**src/hw/rtl/cba_pkg.sv**
```systemverilog
package cba_pkg;

    localparam int MAX_CHUNKS = 16;
    localparam int IDX_W      = (MAX_CHUNKS > 1) ? $clog2(MAX_CHUNKS) : 1;
    localparam int CNT_W      = $clog2(MAX_CHUNKS + 1);

    localparam int SIZE_W     = 16;
    localparam int ADDR_W     = 20;
    localparam int BYTES_W    = 17;
    localparam int OFF_W      = 16;

    localparam logic [BYTES_W-1:0] CHUNK_RESET = 17'd4096;
    localparam logic [BYTES_W-1:0] CHUNK_LIMIT = 17'd65536;

    localparam int FIFO_DEPTH = 2;
    localparam int FIFO_PTR_W = (FIFO_DEPTH > 1) ? $clog2(FIFO_DEPTH) : 1;
    localparam int FIFO_CNT_W = $clog2(FIFO_DEPTH + 1);

    // decoded command kinds
    localparam logic [1:0] CMD_BADSIZE = 2'd0;
    localparam logic [1:0] CMD_ALLOC   = 2'd1;
    localparam logic [1:0] CMD_FREE    = 2'd2;

    // status codes
    localparam logic [1:0] ST_OK        = 2'd0;
    localparam logic [1:0] ST_BAD_SIZE  = 2'd1;
    localparam logic [1:0] ST_NO_CHUNK  = 2'd2;
    localparam logic [1:0] ST_NOT_FOUND = 2'd3;

    typedef struct packed {
        logic              operation;
        logic [SIZE_W-1:0] req_size;
        logic [ADDR_W-1:0] free_addr;
    } req_t;

    typedef struct packed {
        logic [ADDR_W-1:0] alloc_addr;
        logic [1:0]        status;
    } rsp_t;

    typedef struct packed {
        logic [1:0]        kind;
        logic [SIZE_W-1:0] size;
        logic [ADDR_W-1:0] addr;
    } cmd_t;

    typedef struct packed {
        logic full;
        logic empty;
    } fifo_stat_t;

endpackage

```
**src/hw/rtl/cba_ram.sv**
```systemverilog
module cba_ram #(
    parameter int WIDTH = 8,
    parameter int DEPTH = 16
) (
    input  logic                                       clk,
    input  logic                                       we,
    input  logic [((DEPTH > 1) ? $clog2(DEPTH) : 1)-1:0] waddr,
    input  logic [WIDTH-1:0]                           wdata,
    input  logic [((DEPTH > 1) ? $clog2(DEPTH) : 1)-1:0] raddr,
    output logic [WIDTH-1:0]                           rdata
);

    logic [WIDTH-1:0] mem [DEPTH];

    always_ff @(posedge clk)
    begin
        if (we)
        begin
            mem[waddr] <= wdata;
        end
        rdata <= mem[raddr];
    end

endmodule

```
**src/hw/rtl/cba_front.sv**
```systemverilog
module cba_front (
    input  logic                            clk,
    input  logic                            rst_n,
    input  logic                            start,
    input  cba_pkg::req_t                   req,
    output logic                            busy,
    input  logic                            cfg_valid,
    output logic                            cfg_ready,
    input  logic [cba_pkg::BYTES_W-1:0]     cfg_data,
    input  cba_pkg::fifo_stat_t             fstat,
    output logic                            push,
    output cba_pkg::cmd_t                   push_cmd,
    output logic [cba_pkg::BYTES_W-1:0]     csize
);

    logic [cba_pkg::BYTES_W-1:0] chunk_bytes_reg;
    logic [cba_pkg::BYTES_W-1:0] chunk_bytes_next;
    logic [cba_pkg::BYTES_W-1:0] half;
    logic                        bad_size;

    assign cfg_ready = 1'b1;

    always_comb
    begin
        chunk_bytes_next = chunk_bytes_reg;
        if (cfg_valid && cfg_ready)
        begin
            chunk_bytes_next = cfg_data;
        end
    end

    always_ff @(posedge clk or negedge rst_n)
    begin
        if (!rst_n)
        begin
            chunk_bytes_reg <= cba_pkg::CHUNK_RESET;
        end
        else
        begin
            chunk_bytes_reg <= chunk_bytes_next;
        end
    end

    assign csize = (chunk_bytes_reg > cba_pkg::CHUNK_LIMIT) ? cba_pkg::CHUNK_LIMIT
                                                            : chunk_bytes_reg;
    assign half  = csize >> 1;

    assign bad_size = (req.req_size == '0) || ({1'b0, req.req_size} >= half);

    assign busy = fstat.full;
    assign push = start && !busy;

    always_comb
    begin
        push_cmd.size = req.req_size;
        push_cmd.addr = req.free_addr;
        priority if (bad_size)
        begin
            push_cmd.kind = cba_pkg::CMD_BADSIZE;
        end
        else if (req.operation)
        begin
            push_cmd.kind = cba_pkg::CMD_FREE;
        end
        else
        begin
            push_cmd.kind = cba_pkg::CMD_ALLOC;
        end
    end

endmodule

```
**src/hw/rtl/cba_cmd_fifo.sv**
```systemverilog
module cba_cmd_fifo (
    input  logic                clk,
    input  logic                rst_n,
    input  logic                push,
    input  cba_pkg::cmd_t       push_cmd,
    input  logic                pop,
    output cba_pkg::cmd_t       pop_cmd,
    output cba_pkg::fifo_stat_t fstat
);

    cba_pkg::cmd_t                     slot_reg [cba_pkg::FIFO_DEPTH];
    logic [cba_pkg::FIFO_PTR_W-1:0]    wr_ptr_reg;
    logic [cba_pkg::FIFO_PTR_W-1:0]    wr_ptr_next;
    logic [cba_pkg::FIFO_PTR_W-1:0]    rd_ptr_reg;
    logic [cba_pkg::FIFO_PTR_W-1:0]    rd_ptr_next;
    logic [cba_pkg::FIFO_CNT_W-1:0]    count_reg;
    logic [cba_pkg::FIFO_CNT_W-1:0]    count_next;
    logic                              do_push;
    logic                              do_pop;

    localparam logic [cba_pkg::FIFO_PTR_W-1:0] LAST =
        cba_pkg::FIFO_PTR_W'(cba_pkg::FIFO_DEPTH - 1);
    localparam logic [cba_pkg::FIFO_CNT_W-1:0] FULL_CNT =
        cba_pkg::FIFO_CNT_W'(cba_pkg::FIFO_DEPTH);

    assign fstat.full  = (count_reg == FULL_CNT);
    assign fstat.empty = (count_reg == '0);
    assign do_push     = push && !fstat.full;
    assign do_pop      = pop && !fstat.empty;
    assign pop_cmd     = slot_reg[rd_ptr_reg];

    always_comb
    begin
        wr_ptr_next = wr_ptr_reg;
        rd_ptr_next = rd_ptr_reg;
        count_next  = count_reg;
        if (do_push)
        begin
            wr_ptr_next = (wr_ptr_reg == LAST) ? '0 : wr_ptr_reg + 1'b1;
        end
        if (do_pop)
        begin
            rd_ptr_next = (rd_ptr_reg == LAST) ? '0 : rd_ptr_reg + 1'b1;
        end
        if (do_push && !do_pop)
        begin
            count_next = count_reg + 1'b1;
        end
        else if (do_pop && !do_push)
        begin
            count_next = count_reg - 1'b1;
        end
    end

    always_ff @(posedge clk or negedge rst_n)
    begin
        if (!rst_n)
        begin
            wr_ptr_reg <= '0;
            rd_ptr_reg <= '0;
            count_reg  <= '0;
        end
        else
        begin
            wr_ptr_reg <= wr_ptr_next;
            rd_ptr_reg <= rd_ptr_next;
            count_reg  <= count_next;
        end
    end

    always_ff @(posedge clk)
    begin
        if (do_push)
        begin
            slot_reg[wr_ptr_reg] <= push_cmd;
        end
    end

endmodule

```
**src/hw/rtl/cba_back.sv**
```systemverilog
module cba_back (
    input  logic                        clk,
    input  logic                        rst_n,
    input  logic [cba_pkg::BYTES_W-1:0] csize,
    input  cba_pkg::cmd_t               cmd,
    input  cba_pkg::fifo_stat_t         fstat,
    output logic                        pop,
    output logic                        done,
    output cba_pkg::rsp_t               rsp
);

    localparam logic [1:0] S_IDLE = 2'd0;
    localparam logic [1:0] S_SRCH = 2'd1;
    localparam logic [1:0] S_OPEN = 2'd2;
    localparam logic [1:0] S_FREE = 2'd3;

    logic [1:0]                    state_reg;
    logic [1:0]                    state_next;
    logic [cba_pkg::IDX_W-1:0]     k_reg;
    logic [cba_pkg::IDX_W-1:0]     k_next;
    cba_pkg::cmd_t                 cmd_reg;
    cba_pkg::cmd_t                 cmd_next;
    logic [cba_pkg::CNT_W-1:0]     open_reg;
    logic [cba_pkg::CNT_W-1:0]     open_next;
    logic                          done_reg;
    logic                          done_next;
    cba_pkg::rsp_t                 rsp_reg;
    cba_pkg::rsp_t                 rsp_next;

    logic [cba_pkg::IDX_W-1:0]     raddr;
    logic [cba_pkg::IDX_W-1:0]     waddr;
    logic                          cur_we;
    logic [cba_pkg::BYTES_W-1:0]   cur_wdata;
    logic [cba_pkg::BYTES_W-1:0]   cur_rd;
    logic                          fr_we;
    logic [cba_pkg::BYTES_W-1:0]   fr_wdata;
    logic [cba_pkg::BYTES_W-1:0]   fr_rd;

    logic [cba_pkg::BYTES_W-1:0]   size_ext;
    logic [cba_pkg::BYTES_W-1:0]   off_ext;
    logic [cba_pkg::BYTES_W:0]     fr_sum;
    logic [cba_pkg::BYTES_W-1:0]   fr_sat;
    logic [cba_pkg::BYTES_W-1:0]   new_cur;
    logic [cba_pkg::BYTES_W-1:0]   new_fr;
    logic [3:0]                    in_chunk;
    logic [3:0]                    reg_chunk;

    cba_ram #(.WIDTH(cba_pkg::BYTES_W), .DEPTH(cba_pkg::MAX_CHUNKS)) u_cursor_ram (
        .clk   (clk),
        .we    (cur_we),
        .waddr (waddr),
        .wdata (cur_wdata),
        .raddr (raddr),
        .rdata (cur_rd)
    );

    cba_ram #(.WIDTH(cba_pkg::BYTES_W), .DEPTH(cba_pkg::MAX_CHUNKS)) u_freed_ram (
        .clk   (clk),
        .we    (fr_we),
        .waddr (waddr),
        .wdata (fr_wdata),
        .raddr (raddr),
        .rdata (fr_rd)
    );

    assign in_chunk  = cmd.addr[19:16];
    assign reg_chunk = cmd_reg.addr[19:16];
    assign size_ext  = {1'b0, cmd_reg.size};
    assign off_ext   = {1'b0, cmd_reg.addr[cba_pkg::OFF_W-1:0]};

    // out-of-order free: freed count saturates
    assign fr_sum = {1'b0, fr_rd} + {2'b00, cmd_reg.size};
    assign fr_sat = fr_sum[cba_pkg::BYTES_W] ? '1 : fr_sum[cba_pkg::BYTES_W-1:0];

    always_comb
    begin
        if ((size_ext <= cur_rd) && ((cur_rd - size_ext) == off_ext))
        begin
            new_cur = cur_rd - size_ext;
            new_fr  = fr_rd;
        end
        else
        begin
            new_cur = cur_rd;
            new_fr  = fr_sat;
        end
    end

    always_comb
    begin
        state_next = state_reg;
        k_next     = k_reg;
        cmd_next   = cmd_reg;
        open_next  = open_reg;
        done_next  = 1'b0;
        rsp_next   = rsp_reg;
        pop        = 1'b0;
        raddr      = k_reg;
        waddr      = k_reg;
        cur_we     = 1'b0;
        cur_wdata  = '0;
        fr_we      = 1'b0;
        fr_wdata   = '0;

        unique case (state_reg)
            S_IDLE:
            begin
                if (!fstat.empty)
                begin
                    pop      = 1'b1;
                    cmd_next = cmd;
                    unique case (cmd.kind)
                        cba_pkg::CMD_ALLOC:
                        begin
                            if (open_reg == '0)
                            begin
                                state_next = S_OPEN;
                            end
                            else
                            begin
                                k_next     = cba_pkg::IDX_W'(open_reg - 1'b1);
                                raddr      = k_next;
                                state_next = S_SRCH;
                            end
                        end
                        cba_pkg::CMD_FREE:
                        begin
                            if (32'(in_chunk) < 32'(open_reg))
                            begin
                                raddr      = cba_pkg::IDX_W'(in_chunk);
                                state_next = S_FREE;
                            end
                            else
                            begin
                                done_next = 1'b1;
                                rsp_next  = '{alloc_addr: '0, status: cba_pkg::ST_NOT_FOUND};
                            end
                        end
                        default:
                        begin
                            done_next = 1'b1;
                            rsp_next  = '{alloc_addr: '0, status: cba_pkg::ST_BAD_SIZE};
                        end
                    endcase
                end
            end

            // cursor of chunk k_reg is on the read port this cycle
            S_SRCH:
            begin
                if ((cur_rd < csize) && ((csize - cur_rd) >= size_ext))
                begin
                    cur_we     = 1'b1;
                    cur_wdata  = cur_rd + size_ext;
                    done_next  = 1'b1;
                    rsp_next   = '{alloc_addr: cba_pkg::ADDR_W'((32'(k_reg) << 16)
                                                                 + 32'(cur_rd)),
                                   status: cba_pkg::ST_OK};
                    state_next = S_IDLE;
                end
                else if (k_reg == '0)
                begin
                    state_next = S_OPEN;
                end
                else
                begin
                    k_next = k_reg - 1'b1;
                    raddr  = k_next;
                end
            end

            S_OPEN:
            begin
                done_next  = 1'b1;
                state_next = S_IDLE;
                if (32'(open_reg) >= 32'(cba_pkg::MAX_CHUNKS))
                begin
                    rsp_next = '{alloc_addr: '0, status: cba_pkg::ST_NO_CHUNK};
                end
                else
                begin
                    waddr     = cba_pkg::IDX_W'(open_reg);
                    cur_we    = 1'b1;
                    cur_wdata = size_ext;
                    fr_we     = 1'b1;
                    fr_wdata  = '0;
                    open_next = open_reg + 1'b1;
                    rsp_next  = '{alloc_addr: cba_pkg::ADDR_W'(32'(open_reg) << 16),
                                  status: cba_pkg::ST_OK};
                end
            end

            S_FREE:
            begin
                done_next  = 1'b1;
                state_next = S_IDLE;
                if (off_ext >= cur_rd)
                begin
                    rsp_next = '{alloc_addr: '0, status: cba_pkg::ST_NOT_FOUND};
                end
                else
                begin
                    waddr    = cba_pkg::IDX_W'(reg_chunk);
                    cur_we   = 1'b1;
                    fr_we    = 1'b1;
                    // chunk empties once everything handed out came back
                    if (new_fr == new_cur)
                    begin
                        cur_wdata = '0;
                        fr_wdata  = '0;
                    end
                    else
                    begin
                        cur_wdata = new_cur;
                        fr_wdata  = new_fr;
                    end
                    rsp_next = '{alloc_addr: '0, status: cba_pkg::ST_OK};
                end
            end

            default:
            begin
                state_next = S_IDLE;
            end
        endcase
    end

    always_ff @(posedge clk or negedge rst_n)
    begin
        if (!rst_n)
        begin
            state_reg <= S_IDLE;
            k_reg     <= '0;
            open_reg  <= '0;
            done_reg  <= 1'b0;
        end
        else
        begin
            state_reg <= state_next;
            k_reg     <= k_next;
            open_reg  <= open_next;
            done_reg  <= done_next;
        end
    end

    always_ff @(posedge clk)
    begin
        cmd_reg <= cmd_next;
        rsp_reg <= rsp_next;
    end

    assign done = done_reg;
    assign rsp  = rsp_reg;

    a_open_bounded: assert property (@(posedge clk) disable iff (!rst_n)
        32'(open_reg) <= 32'(cba_pkg::MAX_CHUNKS))
        else $error("open chunk count beyond capacity");

    a_srch_has_chunk: assert property (@(posedge clk) disable iff (!rst_n)
        (state_reg == S_SRCH) |-> (open_reg != '0) && (32'(k_reg) < 32'(open_reg)))
        else $error("search index outside open chunks");

    a_write_ends_request: assert property (@(posedge clk) disable iff (!rst_n)
        cur_we |=> done_reg && (state_reg == S_IDLE))
        else $error("table write without a result");

    a_no_pop_while_busy: assert property (@(posedge clk) disable iff (!rst_n)
        (state_reg != S_IDLE) |-> !pop)
        else $error("queue popped during a request");

endmodule

```
**src/hw/rtl/chunked_bump_allocator.sv**
```systemverilog
// channel   dir  handshake                   payload
// request   in   start & !busy               req  (operation, req_size, free_addr)
// result    out  done, one cycle             rsp  (alloc_addr, status)
// config    in   cfg_valid & cfg_ready       cfg_data (chunk_bytes, 17 bits)
//
// A request rejected for size, or a free of an unopened chunk: the result is registered
// straight from the command the queue hands over. Allocate: the cursor table is scanned one
// entry per cycle from the newest open chunk down, then a chunk is opened (or none is left)
// if none had room. A free that maps to an open chunk: table read, update, then result.
// Reset clears the open count; table entries are written when a chunk opens.
// busy is high while the two-entry command queue is full; results cannot be held off.
module chunked_bump_allocator (
    input  logic                        clk,
    input  logic                        rst_n,
    input  logic                        start,
    output logic                        busy,
    input  cba_pkg::req_t               req,
    output logic                        done,
    output cba_pkg::rsp_t               rsp,
    input  logic                        cfg_valid,
    output logic                        cfg_ready,
    input  logic [cba_pkg::BYTES_W-1:0] cfg_data
);

    cba_pkg::fifo_stat_t         fstat;
    cba_pkg::cmd_t               push_cmd;
    cba_pkg::cmd_t               pop_cmd;
    logic                        push;
    logic                        pop;
    logic [cba_pkg::BYTES_W-1:0] csize;

    cba_front u_front (
        .clk       (clk),
        .rst_n     (rst_n),
        .start     (start),
        .req       (req),
        .busy      (busy),
        .cfg_valid (cfg_valid),
        .cfg_ready (cfg_ready),
        .cfg_data  (cfg_data),
        .fstat     (fstat),
        .push      (push),
        .push_cmd  (push_cmd),
        .csize     (csize)
    );

    cba_cmd_fifo u_fifo (
        .clk      (clk),
        .rst_n    (rst_n),
        .push     (push),
        .push_cmd (push_cmd),
        .pop      (pop),
        .pop_cmd  (pop_cmd),
        .fstat    (fstat)
    );

    cba_back u_back (
        .clk   (clk),
        .rst_n (rst_n),
        .csize (csize),
        .cmd   (pop_cmd),
        .fstat (fstat),
        .pop   (pop),
        .done  (done),
        .rsp   (rsp)
    );

endmodule

```
**config.mk**
```make
export PLATFORM = sky130hd
export DESIGN_NAME = chunked_bump_allocator
export DESIGN_NICKNAME = d
export VERILOG_FILES = /design/src/hw/rtl/cba_pkg.sv /design/src/hw/rtl/cba_ram.sv /design/src/hw/rtl/cba_front.sv /design/src/hw/rtl/cba_cmd_fifo.sv /design/src/hw/rtl/cba_back.sv /design/src/hw/rtl/chunked_bump_allocator.sv
export SDC_FILE = /design/constraint.sdc
export NUM_CORES = 1
export LEC_CHECK = 0
export BUFFER_PORTS_ARGS = -buffer_cell sky130_fd_sc_hd__buf_2
export CAP_MARGIN = 20
export CORE_AREA = 8 8 350 182
export CTS_CLUSTER_DIAMETER = 30
export DETAILED_ROUTE_END_ITERATION = 12
export DIE_AREA = 0 0 358 190
export GPL_TIMING_DRIVEN = 1
export HOLD_SLACK_MARGIN = 0.05
export PLACE_DENSITY = 0.76
export SYNTH_ARGS = -nofsm -noshare
export SYNTH_HDL_FRONTEND = slang
export SYNTH_HIERARCHICAL = 1
export SYNTH_SLANG_ARGS = --single-unit
```
**constraint.sdc**
```tcl
create_clock -name clk -period 9.2 [get_ports clk]
set_input_delay 0.92 -clock clk [delete_from_list [all_inputs] [get_ports clk]]
set_output_delay 0.92 -clock clk [all_outputs]
set_load 0.02 [all_outputs]
```
Yosys cells after proc, flatten, opt, wreduce, memory -nomap -nowiden

Memories as Yosys holds them, arrays and structs flattened. A register that Yosys moved wholly into a read port is not among the register bits.
Index checks and enable logic that the tools add are counted.

Memories: 3
Memory bits (writable): 620
Word-level logic and storage cells: 140
Bits of input ports: 58
Bits in registers: 91
Bits in latches: 0
Bits in read-only memories: 0

$lt $le $gt $ge: 8
Bitwise gates (word level): 2
Divide/modulo/power cells: 0
Muxes and demuxes: 62
Shifts and indexed selects: 0
Equal/unequal tests: 16
Add/sub/neg operators: 12
Reductions and logical operators: 25
Multiply operators: 0

Memory list:

| name                    | depth | bits a word | read ports | clocked after memory_dff | wr ports | RTL line           | source |
|---|---|---|---|---|---|---|---|
| u_back.u_cursor_ram.mem | 16    | 17          | 1          | 1                        | 1        | cba_ram.sv:13      | `logic [WIDTH-1:0] mem [DEPTH];` |
| u_back.u_freed_ram.mem  | 16    | 17          | 1          | 1                        | 1        | cba_ram.sv:13      |  |
| u_fifo.slot_reg         | 2     | 38          | 1          | 0                        | 1        | cba_cmd_fifo.sv:11 | `cba_pkg::cmd_t slot_reg [cba_pkg::FIFO_DEPTH];` |

Operators by type and width:

| kind                   | number |
|---|---|
| $mux W17               | 10 |
| $mux W22               | 4 |
| $pmux W22 S4           | 1 |
| $pmux W17 S3           | 1 |
| $pmux W22 S2           | 1 |
| $mux W4                | 9 |
| $pmux W4 S2            | 4 |
| $add A20 B17 Y20       | 1 |
| $mux W2                | 10 |
| $add A17 B16 Y18       | 1 |
| $add A17 B16 Y17       | 1 |
| $eq A17 B16 Y1         | 1 |
| $eq A17 B17 Y1         | 1 |
| $ge A16 B17 Y1         | 1 |
| $ge A17 B16 Y1         | 1 |
| $gt A17 B17 Y1 const B | 1 |
| $le A16 B17 Y1         | 1 |
| $lt A17 B17 Y1         | 1 |
| $sub A17 B16 Y17       | 1 |
| $sub A17 B17 Y17       | 1 |
| $ge A16 B16 Y1         | 1 |
| $logic_not A16 Y1      | 1 |
| $mux W16               | 1 |
| $mux W1                | 15 |
| 30 further kinds       | 55 |

Longest topological paths before layout

Depth in word-level cells: 9
Mapped depth: 31
Mapped depth without buffers: 27

Cells and area by module

Netlist, hierarchy kept.

By module, submodules not included:

| module       | times used | cells an instance | area an instance (µm²) |
|---|---|---|---|
| cba_ram      | 2          | 458               | 10,637.7 |
| cba_back     | 1          | 1,075             | 8,988.6 |
| cba_cmd_fifo | 1          | 137               | 2,985.4 |
| cba_front    | 1          | 162               | 1,508.9 |

Least setup slack after synthesis

No wires, ideal clock.

Path kind: reg-to-reg
Start point: register u_front/chunk_bytes_reg[5] (netlist bit)
End point: memory u_back/u_cursor_ram/mem[0][0] (netlist bit) (enable)
Arrival: 5.990 ns
Setup slack: 2.797 ns
Buffers on the path: 1
Cell stages (with the launch flop): 26
Clock period less this slack: 6.403 ns
Required time: 8.788 ns
Library setup time: 0.412 ns
Path through: dfrtp_1 nor4_1 a41o_1 buf_2 nand2_1 inv_1 ha_1 o21ai_1 a21boi_1 o221ai_1 o21bai_1 a21oi_1 o21bai_1 a211oi_1 nor2_1 ha_1 o21a_1 o21ai_0 a2111oi_0 o211ai_1 nand2_1 a211oi_2 nor3_1 nand2b_1 or3b_2 nor3_1

Cells in the longest elaborated chain, start to end: 9
Elaborated cells on any way between the ends: 10

Ends and longest elaborated chain:

| what                            | RTL line                     | source |
|---|---|---|
| start, declared                 | cba_front.sv:16              | `logic [cba_pkg::BYTES_W-1:0] chunk_bytes_reg;` |
| start signal, assigned          | cba_front.sv:36              | `chunk_bytes_reg <= cba_pkg::CHUNK_RESET;` |
| start signal, assigned          | cba_front.sv:40              | `chunk_bytes_reg <= chunk_bytes_next;` |
| $gt A17 B17 Y1 *                | cba_front.sv:44              | `assign csize = (chunk_bytes_reg > cba_pkg::CHUNK_LIMIT) ? cba_pkg::CHUNK_LIMIT` |
| $mux W17 *                      | cba_front.sv:44              |  |
| named net csize (one bit)       | chunked_bump_allocator.sv:30 | `logic [cba_pkg::BYTES_W-1:0] csize;` |
| $sub A17 B17 Y17                | cba_back.sv:151              | `if ((cur_rd < csize) && ((csize - cur_rd) >= size_ext))` |
| $ge A17 B16 Y1                  | cba_back.sv:151              |  |
| $logic_and A1 B1 Y1 *           | cba_back.sv:151              |  |
| $mux W1 *                       | cba_back.sv:151              |  |
| $pmux W1 S3 *                   | cba_back.sv:105              | `unique case (state_reg)` |
| named net u_back.cur_we         | cba_back.sv:32               | `logic cur_we;` |
| $mux W1 *                       | cba_ram.sv:17                | `if (we)` |
| $mux W1 (implied by the code) * | cba_ram.sv:19                | `mem[waddr] <= wdata;` |
| end, declared                   | cba_ram.sv:13                |  |

The timed path passes the listed nets; every way through them passes the cells marked *.

Final worst setup path

Start point: register u_front/chunk_bytes_reg[13] (netlist bit)
End point: register u_back.u_freed_ram.rdata[5] (read register of u_back.u_freed_ram.mem)

Cells in the longest elaborated chain, start to end: 7
Elaborated cells on any way between the ends: 8

Ends and longest elaborated chain:

| what                             | RTL line                     | source |
|---|---|---|
| $gt A17 B17 Y1 *                 | cba_front.sv:44              |  |
| $mux W17 *                       | cba_front.sv:44              |  |
| named net csize (one bit)        | chunked_bump_allocator.sv:30 |  |
| $sub A17 B17 Y17                 | cba_back.sv:151              |  |
| $ge A17 B16 Y1                   | cba_back.sv:151              |  |
| $logic_and A1 B1 Y1 *            | cba_back.sv:151              |  |
| $mux W4 *                        | cba_back.sv:151              |  |
| $pmux W4 S2 *                    | cba_back.sv:105              |  |
| named net u_back.raddr (one bit) | cba_back.sv:30               | `logic [cba_pkg::IDX_W-1:0] raddr;` |
| end, declared                    | cba_ram.sv:10                | `output logic [WIDTH-1:0] rdata` |

Marked as above.
A chain may end at the register's enable or synchronous reset.

==> results list <==
* Antenna diode count: 0
- 83 I/O pins were placed.
- Synthesis produced a netlist with a net count of around 2500.
* Resize count post-CTS: 0
- Synthesis instantiated between 100 and 150 different standard cells from the library.
- Required time of the worst setup path: between 9000 and 10000 ps
- DRT antenna net count: 0
- The later pin in the worst-skew pair is clocked with a latency of around 650 ps.
* Share of synthesized area spent on multiplexers: 0.113
- Number of sinks handled by clock tree synthesis: 745
- Detailed Route Iter0 Violations: 3633
- Area grow syn2layout: 13.7%
- The die covers approximately 0.07 sq mm.
* Number of setup buffers added after CTS: 0
- Measured along the x axis, the die boundary spans 358 um.
* Largest net degree at the start of global routing: 89
* Average cell area after synthesis: between 15 and 20 sq um
* Worst slew slack as a fraction of its limit: 0.161
* Synth top area share: 0.586
- The multi-input combinational cells in the finished layout cover a total of between 0.01 and 0.015 sq mm.
- Core area: 0.0585 sq mm
- Simple-gate area share of the yosys netlist: 0.0657
- Synth Area in XOR/XNOR: 0.0261
- After synthesis the netlist holds a flip-flop and latch count of ~750.
- Sequential cell area: about 0.022 sq mm
* CP Class: reg2reg
- Wire length of the first global-routing pass: 144 mm
* Clock input transition at the sequential cells of the worst setup and hold paths: around 60 ps
- Summing every instance area after synthesis gives around 0.035 sq mm.
* Max frequency: approximately 0.13 GHz
- Main combinational cell family by area after synthesis: multiplexers
- Counting flops with a built-in enable in the synthesized netlist gives 678.
- The longest clock path from root to sink contains 3 buffers.
- The routed layout has roughly 22000 vias.
- For this run the aggregate overflow at the end of global routing stands at 0.
* Worst setup SP type: flop
* Share of post-route cells with drive strength above 1: 0.245
- Count of standard-cell rows: 63
* Vias/cell: slightly below 7
* Setup repair after global routing missed its margin: no
- Total routing usage reported by global routing: 0.288
* Final cycle utilization of the critical path: 0.865
* DRC viols: 0
- sky130_fd_sc_hd__edfxtp_1 takes more of the synthesized area than any other cell.
* DRT Wirelength: around 99 mm
* Number of max-capacitance violations reported: 0
* Share of the synthesized area in compound gates (AO/OA/AOI/OAI): 0.0839
- Sorting the synthesized cells by area gives the leading types as sky130_fd_sc_hd__edfxtp_1, sky130_fd_sc_hd__mux4_2, sky130_fd_sc_hd__ha_1, sky130_fd_sc_hd__dfrtp_1, sky130_fd_sc_hd__dfxtp_1.
- The H-tree was split into 3 levels.
- In the layout the commonest cells are sky130_fd_sc_hd__edfxtp_1, sky130_fd_sc_hd__mux4_2, sky130_fd_sc_hd__ha_1.
- Initial core utilization: 0.594
* Final hold violation count: 0
- Total Nets Final: around 2600
- Buffers placed on the I/O ports in this run total between 80 and 90.
- Count of hold-fix buffers inserted at cts: 0
- Setup ws final: between 1000 and 1500 ps
- Of all nets on the critical path, the largest fanout is 85.
- The congestion estimate from routability-driven global placement came to just over 1.
- For this run, the leading register cell type out of synthesis is sky130_fd_sc_hd__edfxtp_1.
- In this run the worst hold path is classified as in2async.
- Number of antenna violations at the first check in global routing: 0
- Die Span Y: ~190 um
* Syn. warnings: 6
- Max-slew violation count: 0
- Summed over all failing endpoints, the final setup total negative slack is 0 ps.
- The smallest clock period supported by the final layout is computed as 7960 ps.
- Buffer cell driving the clock tree root: sky130_fd_sc_hd__clkbuf_16
* Data arrival time of the critical path: ~8500 ps
* Most common cell after layout, fill and taps aside: sky130_fd_sc_hd__edfxtp_1
- Prior to clock tree synthesis, the placed netlist has a worst setup slack of 1610 ps.
- Gate count of the mapped netlist: roughly 2300
- Status: finished, final reports clean
* Synth Area in Adders: 0.0477
- Clock tree from TritonCTS: built
* Final setup violation count: 0
- The filler cells instantiated in the layout total slightly below 4000.
- At the pin with the least slew margin, the transition time is approximately 1200 ps.
- Detailed placement ended at an HPWL of roughly 67 mm.
- Between clock sinks in the finished design, the worst skew comes to approximately 23 ps.
* Via count of the first global-routing pass: 21500
* TritonCTS Buffers: 92
- For this run, the register share of the synthesized area comes to 0.629.
* Wire length per cell: between 30 and 40 um
* Sort of element at the end of the critical path: flop
* Initial DRT Pass Iterations: 8
* Async set-reset flop share out of synthesis: 0.0443
[synth_stat cells, types with 6 or more instances]
master	number
sky130_fd_sc_hd__a211oi_1	8
sky130_fd_sc_hd__a21o_1	23
sky130_fd_sc_hd__a21oi_1	68
sky130_fd_sc_hd__a221o_1	6
sky130_fd_sc_hd__a22oi_1	86
sky130_fd_sc_hd__a31oi_1	9
sky130_fd_sc_hd__a32oi_1	6
sky130_fd_sc_hd__and3_1	10
sky130_fd_sc_hd__buf_2	31
sky130_fd_sc_hd__buf_4	43
sky130_fd_sc_hd__buf_6	7
sky130_fd_sc_hd__clkbuf_1	52
sky130_fd_sc_hd__dfrtp_1	32
sky130_fd_sc_hd__dfxtp_1	34
sky130_fd_sc_hd__edfxtp_1	678
sky130_fd_sc_hd__ha_1	126
sky130_fd_sc_hd__inv_1	91
sky130_fd_sc_hd__mux2_2	48
sky130_fd_sc_hd__mux2_4	10
sky130_fd_sc_hd__mux2i_1	13
sky130_fd_sc_hd__mux4_1	6
sky130_fd_sc_hd__mux4_2	130
sky130_fd_sc_hd__nand2_1	110
sky130_fd_sc_hd__nand2b_1	18
sky130_fd_sc_hd__nand3_1	40
sky130_fd_sc_hd__nand3b_1	7
sky130_fd_sc_hd__nand4_1	24
sky130_fd_sc_hd__nor2_1	120
sky130_fd_sc_hd__nor2b_1	19
sky130_fd_sc_hd__nor3_1	51
sky130_fd_sc_hd__nor4_1	26
sky130_fd_sc_hd__o211ai_1	7
sky130_fd_sc_hd__o21a_1	17
sky130_fd_sc_hd__o21ai_0	61
sky130_fd_sc_hd__o21ai_1	15
sky130_fd_sc_hd__o21bai_1	6
sky130_fd_sc_hd__o22ai_1	7
sky130_fd_sc_hd__o31ai_1	12
sky130_fd_sc_hd__o31ai_2	13
sky130_fd_sc_hd__xnor2_1	71
sky130_fd_sc_hd__xor2_1	27
[cell type report]
class                   instances  area share
multi-input cells            1307       0.299
repair buffers                190      0.0341
inverters                      95     0.00902
flip-flops and latches        745       0.553
clock buffers                 105      0.0616
well taps                     780      0.0247
clock inverters                69      0.0182
[metrics by stage]
stage | cell area (sq um) | util | std cells | hold WS, ps
6_report | 39500 | 0.676 | 3291 | 410
5_1_grt | 39500 | 0.676 | 3291 | 440
4_1_cts | 39400 | 0.674 | 3280 | 403
3_5_place_dp | 36300 | 0.620 | 3106 | 521
3_3_place_gp | 36100 | 0.617 | 3092 | 499
2_1_floorplan | 34800 | - | 2290 | 461
[final timing paths]
| path | startpoint | end | slack [ps] | cells after the start |
|---|---|---|---|---|
| setup reg to reg | u_front/chunk_bytes_reg[13]$_DFFE_PN0P_ | u_back/u_freed_ram/rdata[5]$_DFF_P_ | 1240 | 27 |
| hold / removal | rst_n | u_fifo/wr_ptr_reg$_DFFE_PN0P_ | 410 | 1 |
| hold reg to reg | u_front/chunk_bytes_reg[0]$_DFFE_PN0P_ | u_front/chunk_bytes_reg[0]$_DFFE_PN0P_ | 530 | 1 |
| min in group clk | req[8] | u_fifo/slot_reg[1][8]$_DFFE_PP_ | 470 | 1 |
| max in group asynchronous | rst_n | u_fifo/rd_ptr_reg$_DFFE_PN0P_ | 8140 | 1 |
| setup / recovery | u_front/chunk_bytes_reg[13]$_DFFE_PN0P_ | u_back/u_freed_ram/rdata[5]$_DFF_P_ | 1240 | 27 |
[logic make-up after synthesis]
| family | count (synthesis) |
|---|---|
| flops | 745 |
| xor+xnor | 100 |
| fa+ha+maj | 130 |
| compound gates | 406 |
| buf+inv | 238 |
| simple gates | 462 |
| other cells | 1 |
| mux | 208 |
[worst max-delay path, cell delays in order (launching register included)]
cell and delay (ps):
sky130_fd_sc_hd__dfrtp_1 390, sky130_fd_sc_hd__nor4_1 560, sky130_fd_sc_hd__a41o_1 490, sky130_fd_sc_hd__nand2_1 170, sky130_fd_sc_hd__inv_1 100, sky130_fd_sc_hd__ha_1 270, sky130_fd_sc_hd__o21ai_1 150, sky130_fd_sc_hd__a21boi_1 150
sky130_fd_sc_hd__o221ai_1 440, sky130_fd_sc_hd__o21bai_1 110, sky130_fd_sc_hd__a21oi_1 230, sky130_fd_sc_hd__o21bai_1 90, sky130_fd_sc_hd__a211oi_1 240, sky130_fd_sc_hd__nor2_1 70, sky130_fd_sc_hd__ha_1 300, sky130_fd_sc_hd__o21a_1 110
sky130_fd_sc_hd__o21ai_0 220, sky130_fd_sc_hd__a2111oi_0 150, sky130_fd_sc_hd__o211ai_1 220, sky130_fd_sc_hd__nand2_1 90, sky130_fd_sc_hd__a211oi_2 690, sky130_fd_sc_hd__o22ai_1 360, sky130_fd_sc_hd__nor3_1 210, sky130_fd_sc_hd__a311o_2 400
sky130_fd_sc_hd__buf_12 510, sky130_fd_sc_hd__mux4_2 590, sky130_fd_sc_hd__a22oi_1 250, sky130_fd_sc_hd__nand2_1 70
[routing by layer]
metal | wire length (um) | global-route usage | vias up
met4 | 1970 | 0.0674 | 2
li1 | - | - | 9281
met2 | 39900 | 0.380 | 1563
met5 | 141 | 0.0150 | -
met3 | 15200 | 0.103 | 175
met1 | 42300 | 0.450 | 11100
Power is not shown: default switching activity piles up to over one toggle a cycle in this logic, so the estimate is an artifact.
